`config.mk`:
```
export PLATFORM = sky130hd
export DESIGN_NAME = audio_sample_payload_packer
export DESIGN_NICKNAME = d
export VERILOG_FILES = /design/src/rtl/core/aspp_pkg.sv /design/src/rtl/core/aspp_ram.sv /design/src/rtl/core/aspp_duty.sv /design/src/rtl/core/audio_sample_payload_packer.sv
export SDC_FILE = /design/constraint.sdc
export NUM_CORES = 1
export LEC_CHECK = 0
export ABC_AREA = 0
export CORE_ASPECT_RATIO = 2
export CORE_MARGIN = 1
export CORE_UTILIZATION = 40
export CTS_BUF_LIST = sky130_fd_sc_hd__clkbuf_4 sky130_fd_sc_hd__clkbuf_8
export DETAILED_ROUTE_END_ITERATION = 6
export DONT_BUFFER_PORTS = 1
export SLEW_MARGIN = 30
export SYNTH_ARGS = -nofsm -noshare
export SYNTH_HDL_FRONTEND = slang
export SYNTH_HIERARCHICAL = 1
export SYNTH_SLANG_ARGS = --single-unit
```
`constraint.sdc`:
```
create_clock -name clk -period 2.9 [get_ports clk]
set_input_delay 0.58 -clock clk [delete_from_list [all_inputs] [get_ports clk]]
set_output_delay 0.58 -clock clk [all_outputs]
set_load 0.01 [all_outputs]
```
`src/rtl/core/aspp_pkg.sv`:
```
// Package for the audio sample payload packer: sizes, codes and state type.
// No dependencies; imported by aspp_duty and the top level.
package aspp_pkg;

  localparam int PAYLOAD_BYTES     = 32;
  localparam int ADDR_W            = $clog2(PAYLOAD_BYTES);
  localparam int BYTE_W            = 8;
  localparam int SAMPLE_W          = 10;
  localparam int DUTY_W            = 16;
  localparam int SHIFT_W           = 5;
  localparam int COUNT_W           = ADDR_W + 1;

  localparam logic [COUNT_W-1:0] TEN_BIT_SAMPLES   = COUNT_W'(25);
  localparam logic [COUNT_W-1:0] EIGHT_BIT_SAMPLES = COUNT_W'(PAYLOAD_BYTES);
  localparam logic [ADDR_W-1:0]  HIGH_AREA_START   = ADDR_W'(25);
  localparam logic [ADDR_W-1:0]  LAST_BYTE         = ADDR_W'(PAYLOAD_BYTES - 1);

  localparam logic [1:0] CFG_TEN_BIT_MODE   = 2'd0;
  localparam logic [1:0] CFG_VOLUME_SHIFT   = 2'd1;
  localparam logic [1:0] CFG_MONITOR_ENABLE = 2'd2;

  localparam logic KIND_DUTY = 1'b0;
  localparam logic KIND_BYTE = 1'b1;

  typedef enum logic [2:0] {
    ST_IDLE,
    ST_HB_RD,
    ST_HB_WR,
    ST_DUTY,
    ST_DUMP
  } aspp_state_t;

endpackage

```
`src/rtl/core/aspp_ram.sv`:
```
// Generic simple dual-port RAM: one write port, one read port, registered read.
// Read data holds while rd_en is low. No dependencies.
module aspp_ram #(
  parameter int WIDTH = 8,
  parameter int DEPTH = 32
) (
  input  logic                     clk,
  input  logic                     wr_en,
  input  logic [$clog2(DEPTH)-1:0] wr_addr,
  input  logic [WIDTH-1:0]         wr_data,
  input  logic                     rd_en,
  input  logic [$clog2(DEPTH)-1:0] rd_addr,
  output logic [WIDTH-1:0]         rd_data
);

  logic [WIDTH-1:0] mem_r [DEPTH];

  always_ff @(posedge clk) begin
    if (wr_en) begin
      mem_r[wr_addr] <= wr_data;
    end
    if (rd_en) begin
      rd_data <= mem_r[rd_addr];
    end
  end

endmodule

```
`src/rtl/core/aspp_duty.sv`:
```
// Speaker duty value: monitored sample shifted by the signed volume setting.
// Depends on aspp_pkg.
module aspp_duty
  import aspp_pkg::*;
(
  input  logic [SAMPLE_W-1:0] sample,
  input  logic                ten_bit,
  input  logic [SHIFT_W-1:0]  shift,
  output logic [DUTY_W-1:0]   duty
);

  logic [DUTY_W-1:0]  mon;
  logic [SHIFT_W-1:0] mag;

  always_comb begin
    mon = ten_bit ? DUTY_W'(sample) : DUTY_W'(sample[SAMPLE_W-1:2]);
    mag = SHIFT_W'(-shift);
    if (shift[SHIFT_W-1]) begin
      duty = mon >> mag;
    end else begin
      duty = mon << shift[SHIFT_W-2:0];
    end
  end

endmodule

```
`src/rtl/core/audio_sample_payload_packer.sv`:
```
// Top level of the audio sample payload packer: control, frame store, output register.
// Depends on aspp_pkg, aspp_ram and aspp_duty.
//
//  channel | dir | handshake             | payload
//  in_     | in  | in_tvalid/in_tready   | tdata[9:0] adc_sample
//  out_    | out | out_tvalid/out_tready | tdata value, byte index; tuser kind; tlast
//  cfg_    | in  | cfg_valid/cfg_ready   | cfg_index, cfg_data
//
// One item at a time: IDLE writes the sample; 10-bit mode adds HB_RD and HB_WR
// (read-modify-write of the high-bit byte via the single read port); DUTY sends the
// duty value; DUMP streams a full payload, one byte per cycle when out_tready is high.
// Reset is synchronous; the store reads as zero until written (per-entry valid bits).
// Output stalls hold the output register and the store read data.
module audio_sample_payload_packer
  import aspp_pkg::*;
(
  input  logic        clk,
  input  logic        rst_n,
  input  logic        in_tvalid,
  output logic        in_tready,
  input  logic [15:0] in_tdata,   // [9:0] adc_sample
  output logic        out_tvalid,
  input  logic        out_tready,
  output logic [23:0] out_tdata,  // [15:0] result_value, [20:16] byte_index
  output logic        out_tuser,  // [0] result_kind
  output logic        out_tlast,  // frame_last
  input  logic        cfg_valid,
  output logic        cfg_ready,
  input  logic [1:0]  cfg_index,
  input  logic [4:0]  cfg_data
);

  aspp_state_t state_r, state_nxt;

  logic                ten_bit_r;
  logic [SHIFT_W-1:0]  shift_r;
  logic                mon_en_r;

  logic [COUNT_W-1:0]  count_r;
  logic [ADDR_W-1:0]   hb_r;
  logic [1:0]          pair_r;
  logic [SAMPLE_W-1:0] smp_r;
  logic                full_r;

  logic [PAYLOAD_BYTES-1:0] vld_r;
  logic                     rd_vld_r;
  logic [COUNT_W-1:0]       rd_idx_r;
  logic                     pend_r;
  logic [ADDR_W-1:0]        pend_idx_r;

  logic                out_valid_r;
  logic                out_kind_r;
  logic [DUTY_W-1:0]   out_value_r;
  logic [ADDR_W-1:0]   out_idx_r;
  logic                out_last_r;

  logic                accept;
  logic [SAMPLE_W-1:0] in_smp;
  logic [COUNT_W-1:0]  count_inc;
  logic                full_now;
  logic                wr_en;
  logic [ADDR_W-1:0]   wr_addr;
  logic [BYTE_W-1:0]   wr_data;
  logic                rd_en;
  logic [ADDR_W-1:0]   rd_addr;
  logic [BYTE_W-1:0]   ram_rd;
  logic [BYTE_W-1:0]   rd_byte;
  logic [BYTE_W-1:0]   hb_new;
  logic [BYTE_W-1:0]   dump_byte;
  logic [DUTY_W-1:0]   duty;
  logic                slot_free;
  logic                load_duty;
  logic                load_byte;
  logic                issue;

  assign cfg_ready = 1'b1;
  assign in_smp    = in_tdata[SAMPLE_W-1:0];
  assign in_tready = (state_r == ST_IDLE);
  assign accept    = in_tvalid && in_tready;
  assign count_inc = count_r + COUNT_W'(1);
  assign full_now  = ten_bit_r ? (count_inc >= TEN_BIT_SAMPLES)
                               : (count_inc >= EIGHT_BIT_SAMPLES);
  assign slot_free = !out_valid_r || out_tready;
  assign rd_byte   = rd_vld_r ? ram_rd : '0;

  assign issue     = (state_r == ST_DUMP) && !rd_idx_r[ADDR_W] && (!pend_r || load_byte);
  assign load_byte = (state_r == ST_DUMP) && pend_r && slot_free;

  aspp_duty u_duty (
    .sample  (smp_r),
    .ten_bit (ten_bit_r),
    .shift   (shift_r),
    .duty    (duty)
  );

  aspp_ram #(
    .WIDTH (BYTE_W),
    .DEPTH (PAYLOAD_BYTES)
  ) u_store (
    .clk     (clk),
    .wr_en   (wr_en),
    .wr_addr (wr_addr),
    .wr_data (wr_data),
    .rd_en   (rd_en),
    .rd_addr (rd_addr),
    .rd_data (ram_rd)
  );

  always_comb begin
    hb_new = rd_byte;
    unique case (pair_r)
      2'd0: hb_new[1:0] = smp_r[9:8];
      2'd1: hb_new[3:2] = smp_r[9:8];
      2'd2: hb_new[5:4] = smp_r[9:8];
      2'd3: hb_new[7:6] = smp_r[9:8];
      default: hb_new = rd_byte;
    endcase
  end

  always_comb begin
    dump_byte = rd_byte;
    if (ten_bit_r && pend_idx_r == LAST_BYTE) begin
      dump_byte = rd_byte & BYTE_W'(3);
    end
  end

  always_comb begin
    state_nxt = state_r;
    wr_en     = 1'b0;
    wr_addr   = count_r[ADDR_W-1:0];
    wr_data   = ten_bit_r ? in_smp[BYTE_W-1:0] : in_smp[SAMPLE_W-1:2];
    rd_en     = 1'b0;
    rd_addr   = rd_idx_r[ADDR_W-1:0];
    load_duty = 1'b0;
    unique case (state_r)
      ST_IDLE: begin
        if (accept) begin
          wr_en     = 1'b1;
          state_nxt = ten_bit_r ? ST_HB_RD : ST_DUTY;
        end
      end
      ST_HB_RD: begin
        rd_en     = 1'b1;
        rd_addr   = hb_r;
        state_nxt = ST_HB_WR;
      end
      ST_HB_WR: begin
        wr_en     = 1'b1;
        wr_addr   = hb_r;
        wr_data   = hb_new;
        state_nxt = ST_DUTY;
      end
      ST_DUTY: begin
        if (!mon_en_r || slot_free) begin
          load_duty = mon_en_r;
          state_nxt = full_r ? ST_DUMP : ST_IDLE;
        end
      end
      ST_DUMP: begin
        rd_en = issue;
        if (rd_idx_r[ADDR_W] && !pend_r) begin
          state_nxt = ST_IDLE;
        end
      end
      default: state_nxt = ST_IDLE;
    endcase
  end

  always_ff @(posedge clk) begin
    if (!rst_n) begin
      state_r <= ST_IDLE;
    end else begin
      state_r <= state_nxt;
    end
  end

  always_ff @(posedge clk) begin
    if (!rst_n) begin
      ten_bit_r <= 1'b1;
      shift_r   <= SHIFT_W'(2);
      mon_en_r  <= 1'b1;
    end else if (cfg_valid && cfg_ready) begin
      priority case (cfg_index)
        CFG_TEN_BIT_MODE:   ten_bit_r <= cfg_data[0];
        CFG_VOLUME_SHIFT:   shift_r   <= cfg_data;
        CFG_MONITOR_ENABLE: mon_en_r  <= cfg_data[0];
        default: ;
      endcase
    end
  end

  always_ff @(posedge clk) begin
    if (!rst_n) begin
      count_r <= '0;
      hb_r    <= HIGH_AREA_START;
      pair_r  <= '0;
      full_r  <= 1'b0;
    end else begin
      if (accept) begin
        full_r  <= full_now;
        count_r <= full_now ? '0 : count_inc;
        if (!ten_bit_r && full_now) begin
          hb_r   <= HIGH_AREA_START;
          pair_r <= '0;
        end
      end
      if (state_r == ST_HB_WR) begin
        if (full_r) begin
          hb_r   <= HIGH_AREA_START;
          pair_r <= '0;
        end else begin
          pair_r <= pair_r + 2'd1;
          if (pair_r == 2'd3) begin
            hb_r <= hb_r + ADDR_W'(1);
          end
        end
      end
    end
  end

  always_ff @(posedge clk) begin
    if (accept) begin
      smp_r <= in_smp;
    end
  end

  always_ff @(posedge clk) begin
    if (!rst_n) begin
      vld_r    <= '0;
      rd_vld_r <= 1'b0;
    end else begin
      if (wr_en) begin
        vld_r[wr_addr] <= 1'b1;
      end
      if (rd_en) begin
        rd_vld_r <= vld_r[rd_addr];
      end
    end
  end

  always_ff @(posedge clk) begin
    if (!rst_n) begin
      rd_idx_r   <= '0;
      pend_r     <= 1'b0;
      pend_idx_r <= '0;
    end else begin
      if (state_r == ST_DUTY) begin
        rd_idx_r <= '0;
      end else if (issue) begin
        rd_idx_r <= rd_idx_r + COUNT_W'(1);
      end
      if (issue) begin
        pend_r     <= 1'b1;
        pend_idx_r <= rd_idx_r[ADDR_W-1:0];
      end else if (load_byte) begin
        pend_r <= 1'b0;
      end
    end
  end

  always_ff @(posedge clk) begin
    if (!rst_n) begin
      out_valid_r <= 1'b0;
    end else if (load_duty || load_byte) begin
      out_valid_r <= 1'b1;
    end else if (out_tready) begin
      out_valid_r <= 1'b0;
    end
  end

  always_ff @(posedge clk) begin
    if (load_duty) begin
      out_kind_r  <= KIND_DUTY;
      out_value_r <= duty;
      out_idx_r   <= '0;
      out_last_r  <= 1'b0;
    end else if (load_byte) begin
      out_kind_r  <= KIND_BYTE;
      out_value_r <= DUTY_W'(dump_byte);
      out_idx_r   <= pend_idx_r;
      out_last_r  <= (pend_idx_r == LAST_BYTE);
    end
  end

  assign out_tvalid = out_valid_r;
  assign out_tdata  = {3'b000, out_idx_r, out_value_r};
  assign out_tuser  = out_kind_r;
  assign out_tlast  = out_last_r;

endmodule
```
After elaboration in Yosys (flattened, before gate mapping) --
Memories as Yosys holds them, arrays and structs flattened. A register that Yosys moved wholly into a read port is not among the register bits. Cells that the tools add are included.
Storage, ports and cells: register bits 103, latch bits 0, bits in writable memories 256, bits in read-only memories 0, bits of input ports 28, output and inout bits 29, word-level logic and storage cells 125, memories kept 1
Cells by class: add/subtract/negate cells 5, multiply operators 0, div/mod/pow operators 0, magnitude comparators 5, eq/ne operators 13, shifts and indexed selects 2, muxes and demuxes 46, bitwise logic cells 2, reductions and logical operators 32
Memories:
- u_store.mem_r | words 32, bits a word 8, rd ports 1, clocked after memory_dff 1, wr ports 1, RTL line aspp_ram.sv:16 | logic [WIDTH-1:0] mem_r [DEPTH];
Operators by type and width (number):
- $mux 16 | 3
- $mux 5 | 7
- $mux 8 | 4
- $or 32x32->32 | 1
- $mux 2 | 9
- $shl 16x4->16 | 1
- $shr 16x5->16 | 1
- $pmux 3 s5 | 1
- $add 6x1->6 const B | 2
- $lt 5x6->1 const B | 2
- $mux 1 | 12
- $mux 3 | 4
- $mux 10 | 1
- $reduce_bool 2->1 | 5
- $logic_and 1x1->1 | 9
- $reduce_and 2->1 | 4
- $eq 2x2->1 const B | 3
- $eq 3x2->1 const B | 2
- $ge 6x5->1 const B | 1
- $ge 6x6->1 const B | 1
- $mux 6 | 1
- $add 5x1->5 const B | 1
- $bmux 1 s5 | 1
- $demux 1 s5 | 1
- other kinds (17) | 28

Depth between registers and ports, before layout --
depth in word-level cells 9, gate-level depth with buffers 11, mapped depth without buffers 9

Cells and area by module --
The synthesis kept the hierarchy.
By module, submodules not included:
- aspp_ram | times used 1, cells an instance 417, area each 10133.5 µm², seq. area each 7927.6 µm²
- audio_sample_payload_packer | times used 1, cells an instance 537, area each 5237.5 µm², seq. area each 2322.2 µm²
- aspp_duty | times used 1, cells an instance 191, area each 1335.0 µm², seq. area each 0.0 µm²

Worst setup path after synthesis --
Ideal clock, no wire load.
path kind register -> register, from register state_r[2], to memory u_store.mem_r[19][0], enable pin, setup time 0.370 ns, arrival 2.662 ns, data required time 2.530 ns, slack -0.132 ns, cell stages (with the launch flop) 7, buffers on the path 1, clock period less this slack 3.032 ns, cell sequence dfxtp_1 -> buf_2 -> nor3b_4 -> mux2i_1 -> inv_1 -> or3b_2 -> nor2_1
On the way: elaborated cells between the ends (all ways) 8, classes of those cells eq/ne (1); mux (5); reduce/logical (2)
RTL lines:
- start: declaration | RTL line audio_sample_payload_packer.sv:33 | aspp_state_t state_r, state_nxt;
- start signal: assignment | RTL line audio_sample_payload_packer.sv:173 | state_r <= state_nxt;
- $eq 3x2->1 | RTL line audio_sample_payload_packer.sv:135 | unique case (state_r)
- $mux 5 | RTL line audio_sample_payload_packer.sv:135
- via wr_addr[3] | RTL line audio_sample_payload_packer.sv:62 | logic [ADDR_W-1:0] wr_addr;
- end: declaration | RTL line aspp_ram.sv:16
The timed path passes the listed nets, and every way through them passes these cells.

Worst setup path in the final report --
from register state_r[2], to register u_store.rd_data[3], read port of u_store.mem_r, data pin
On the way: elaborated cells between the ends (all ways) 9, classes of those cells eq/ne (2); mux (2); reduce/logical (5)
RTL lines:
- $eq 3x1->1 | RTL line audio_sample_payload_packer.sv:135
- $mux 5 | RTL line audio_sample_payload_packer.sv:135
- via rd_addr[0] | RTL line audio_sample_payload_packer.sv:65 | logic [ADDR_W-1:0] rd_addr;
- end: declaration | RTL line aspp_ram.sv:13 | output logic [WIDTH-1:0] rd_data
The timed path passes the listed nets, and every way through them passes these cells. A chain may end at the register's enable or synchronous reset.

==> results_dict.tcl <==
set metrics [dict create \
    run_status "finished, final reports clean" \
    wl_per_cell_um 22.46 \
    synthFlopType "edfxtp_1" \
    remaining_drc_errors 0 \
    syn2layout_area_growth_pct 13.22 \
    antenna_found_initial 1 \
    p_leak_uw 0.006389 \
    cpPeakStageDelay_ps 540 \
    num_vias 10000 \
    grt_usage_pct 19.42 \
    synth_cells 1145 \
    tns_ps 0 \
    dpl-instance-area_sq_um 17840 \
    slew_headroom_pct 56.68 \
    crit_chain "nor3b_4 -> mux2i_4 -> inv_4 -> buf_12 -> buf_12 -> mux4_2 -> mux4_2 -> mux2_2" \
    power.density_nw_per_um2 607.3 \
    ir_drop_mv 0.3093 \
    synthTopCellsByArea "edfxtp_1 52%, mux4_2 12%, dfxtp_1 9.2%" \
    cts_tree "built" \
    dieHeight_um 291.0 \
    cts.sinks 367 \
    crit_slowest_cell "mux4_2" \
    ctsHtreeMaxLevel 2 \
    finalWirelength_um 40450 \
    dp.final_hpwl_um 29250 \
    regArea_sq_um 10250 \
    period_needed_ps 2838 \
    cp.required_ps 3250 \
    async_flop_share_pct 0 \
    clk_pin_slew_worst_paths_ps 70 \
    synth_seq_area_share_pct 61.35 \
    fin_area_sq_um 18910 \
    antenna_left 0 \
    max-cap-violations 0 \
    io_pins 57 \
    synth-edff-count 290 \
    worst-r2r-cell-count 8 \
    yosysWarnings 6 \
    grt_pass1_wl_um 61870 \
    clkLatencyLatePin_ps 600 \
    clock_skew_ps 25.48 \
    p_seq_share_pct 52.4 \
    multi_input_area_sq_um 6040 \
    syn_area_per_cell_sq_um 14.59 \
    grt_overflow_total 0 \
    yosys.area.top_type "edfxtp_1" \
    holdWs_ps 74.16 \
    hp-class "input pin to flop" \
    rsz0062_at_grt "true" \
    clockBufferDepth 3 \
    p_clk_share_pct 34.8 \
    cp-start-kind "flop" \
    synth_cell_types 78 \
    path_class "flop to flop" \
    die_area_sq_um 42640 \
    dp_cells 1704 \
    slew_viol_final 0 \
    setup_violations 0 \
    max_freq_mhz 352.3 \
    fin_nets 1265 \
    swShare_pct 24.85 \
    routed_via_density 5.553 \
    grt_pass1_vias 10420 \
    rows 105 \
    numCtsBuffers 49 \
    net-switching-power_uw 2854 \
    comb_power_share_pct 12.8 \
    critPathArrivalTime_ps 3190 \
    netlist_area_sq_um 16710 \
    final_cells 1801 \
    min_path_cells 0 \
    layout_common_cells "290 x edfxtp_1, 97 x nor2_1, 95 x buf_4" \
    grt_max_degree 61 \
    initial_core_util_pct 40.63 \
    die_w_um 146.5 \
    finalCritPeriodShare_pct 97.87 \
    yosysTopAreaCellShare_pct 52.13 \
    final_common_cell "edfxtp_1" \
    drive_gt1_share_pct 27.27 \
    hold_viol_final 0 \
    clockRootBuffer "clkbuf_8" \
    gp_congestion 0.9419 \
    hold_buffers 0 \
    drtPass1Iterations 5 \
    n_fill_cell 3565 \
    synth-seq-cells 367 \
    worst_pin_slew_ps 646.7 \
    portBuffers 0 \
    core-area_sq_um 41120 \
    crit_fanout 12 \
    internal-power_uw 8633 \
    drtIter0Drc 457 \
    critPathCaptureType "flop" \
]
area by class of cell:
cell class | instances | area share, %
clock inverter | 18 | 0.7673
tap | 535 | 3.539
clock buffer | 70 | 4.498
multi-input combinational | 682 | 31.93
antenna | 1 | 0.01323
inverter | 25 | 0.5226
sequential | 367 | 54.20
timing repair buffer | 103 | 4.525
Yosys cell counts (all sizes together), types with 6 or more instances:
master  count
o21a       13
mux2       23
a21oi      54
o311ai      7
and2       14
a32o        6
inv        24
mux2i      60
xor2        6
edfxtp    290
o22ai       8
nor2      100
a31oi      10
and3        8
clkbuf     33
mux4       94
nand3b      8
nor2b      43
xnor2       6
nor3       18
ha          9
dfxtp      77
a22oi       6
buf        40
nand2      60
a211oi     17
o21ai      24
nand3      21
nand2b      6
power groups by stage:
stage,Sequential [uW],Clock (uW),Combinational [uW]
after floorplan,6090,0,994
after global placement,6120,0,1410
after detailed placement,6130,0,1450
after CTS,6010,4120,1450
after global routing,6020,4320,1580
final,6010,4000,1470
flip-flops by register name, summed over array words and instances (netlist names), 2 cells and up:
register / cells
out_idx_r: 5
hb_r: 5
count_r: 6
state_r: 3
out_value_r: 16
pend_idx_r: 5
shift_r: 5
smp_r: 10
vld_r: 32
u_store/rd_data: 8
pair_r: 2
u_store/mem_r: 256
rd_idx_r: 6
kinds of logic after synthesis:
group	synth area share [%]
other	0.04495
flip-flops	61.35
AND/OR/NAND/NOR	9.295
XOR/XNOR	0.6291
multiplexers	18.11
adder cells (fa/ha/maj)	0.6741
AO/OA/AOI/OAI	7.093
buffers and inverters	2.801
path summary, 6_finish.rpt:
path | startpoint | endpoint | slack (ps)
max reg2reg | state_r[2]$_SDFFE_PN0P_ | u_store/rd_data[3]$_DFFE_PP_ | 60
min | in_tdata[8] | smp_r[8]$_DFFE_PP_ | 70
max | state_r[2]$_SDFFE_PN0P_ | u_store/rd_data[3]$_DFFE_PP_ | 60
min reg2reg | vld_r[4]$_SDFFE_PN0P_ | vld_r[4]$_SDFFE_PN0P_ | 470
metrics by stage:
step	utilization (%)	total power, uW	setup WS, ps
2_1_floorplan	-	7087	-4.702
3_3_place_gp	43.38	7538	65.90
3_5_place_dp	43.38	7578	66.03
4_1_cts	45.80	11590	57.46
5_1_grt	46.00	11930	-10.55
6_report	46.00	11490	61.78
layer usage:
metal,vias up,wire (um),track usage (%)
li1,4598,-,-
met1,5044,13540,19.07
met2,262,23740,38.35
met3,97,1272,2.445
met4,0,1899,10.62
met5,-,0,0
repair_timing:
action / CTS / global route
gates resized for setup: 0 / 6
setup buffers: 0 / 8
setup endpoints to repair: 0 / 36
critical path, delay by kind of cell (launching register included):
family	cells	cell delay (ps)
simple gates	1	300
buf+inv	3	390
flops	1	330
mux	4	1570
Power figures use the tool's default switching activity.
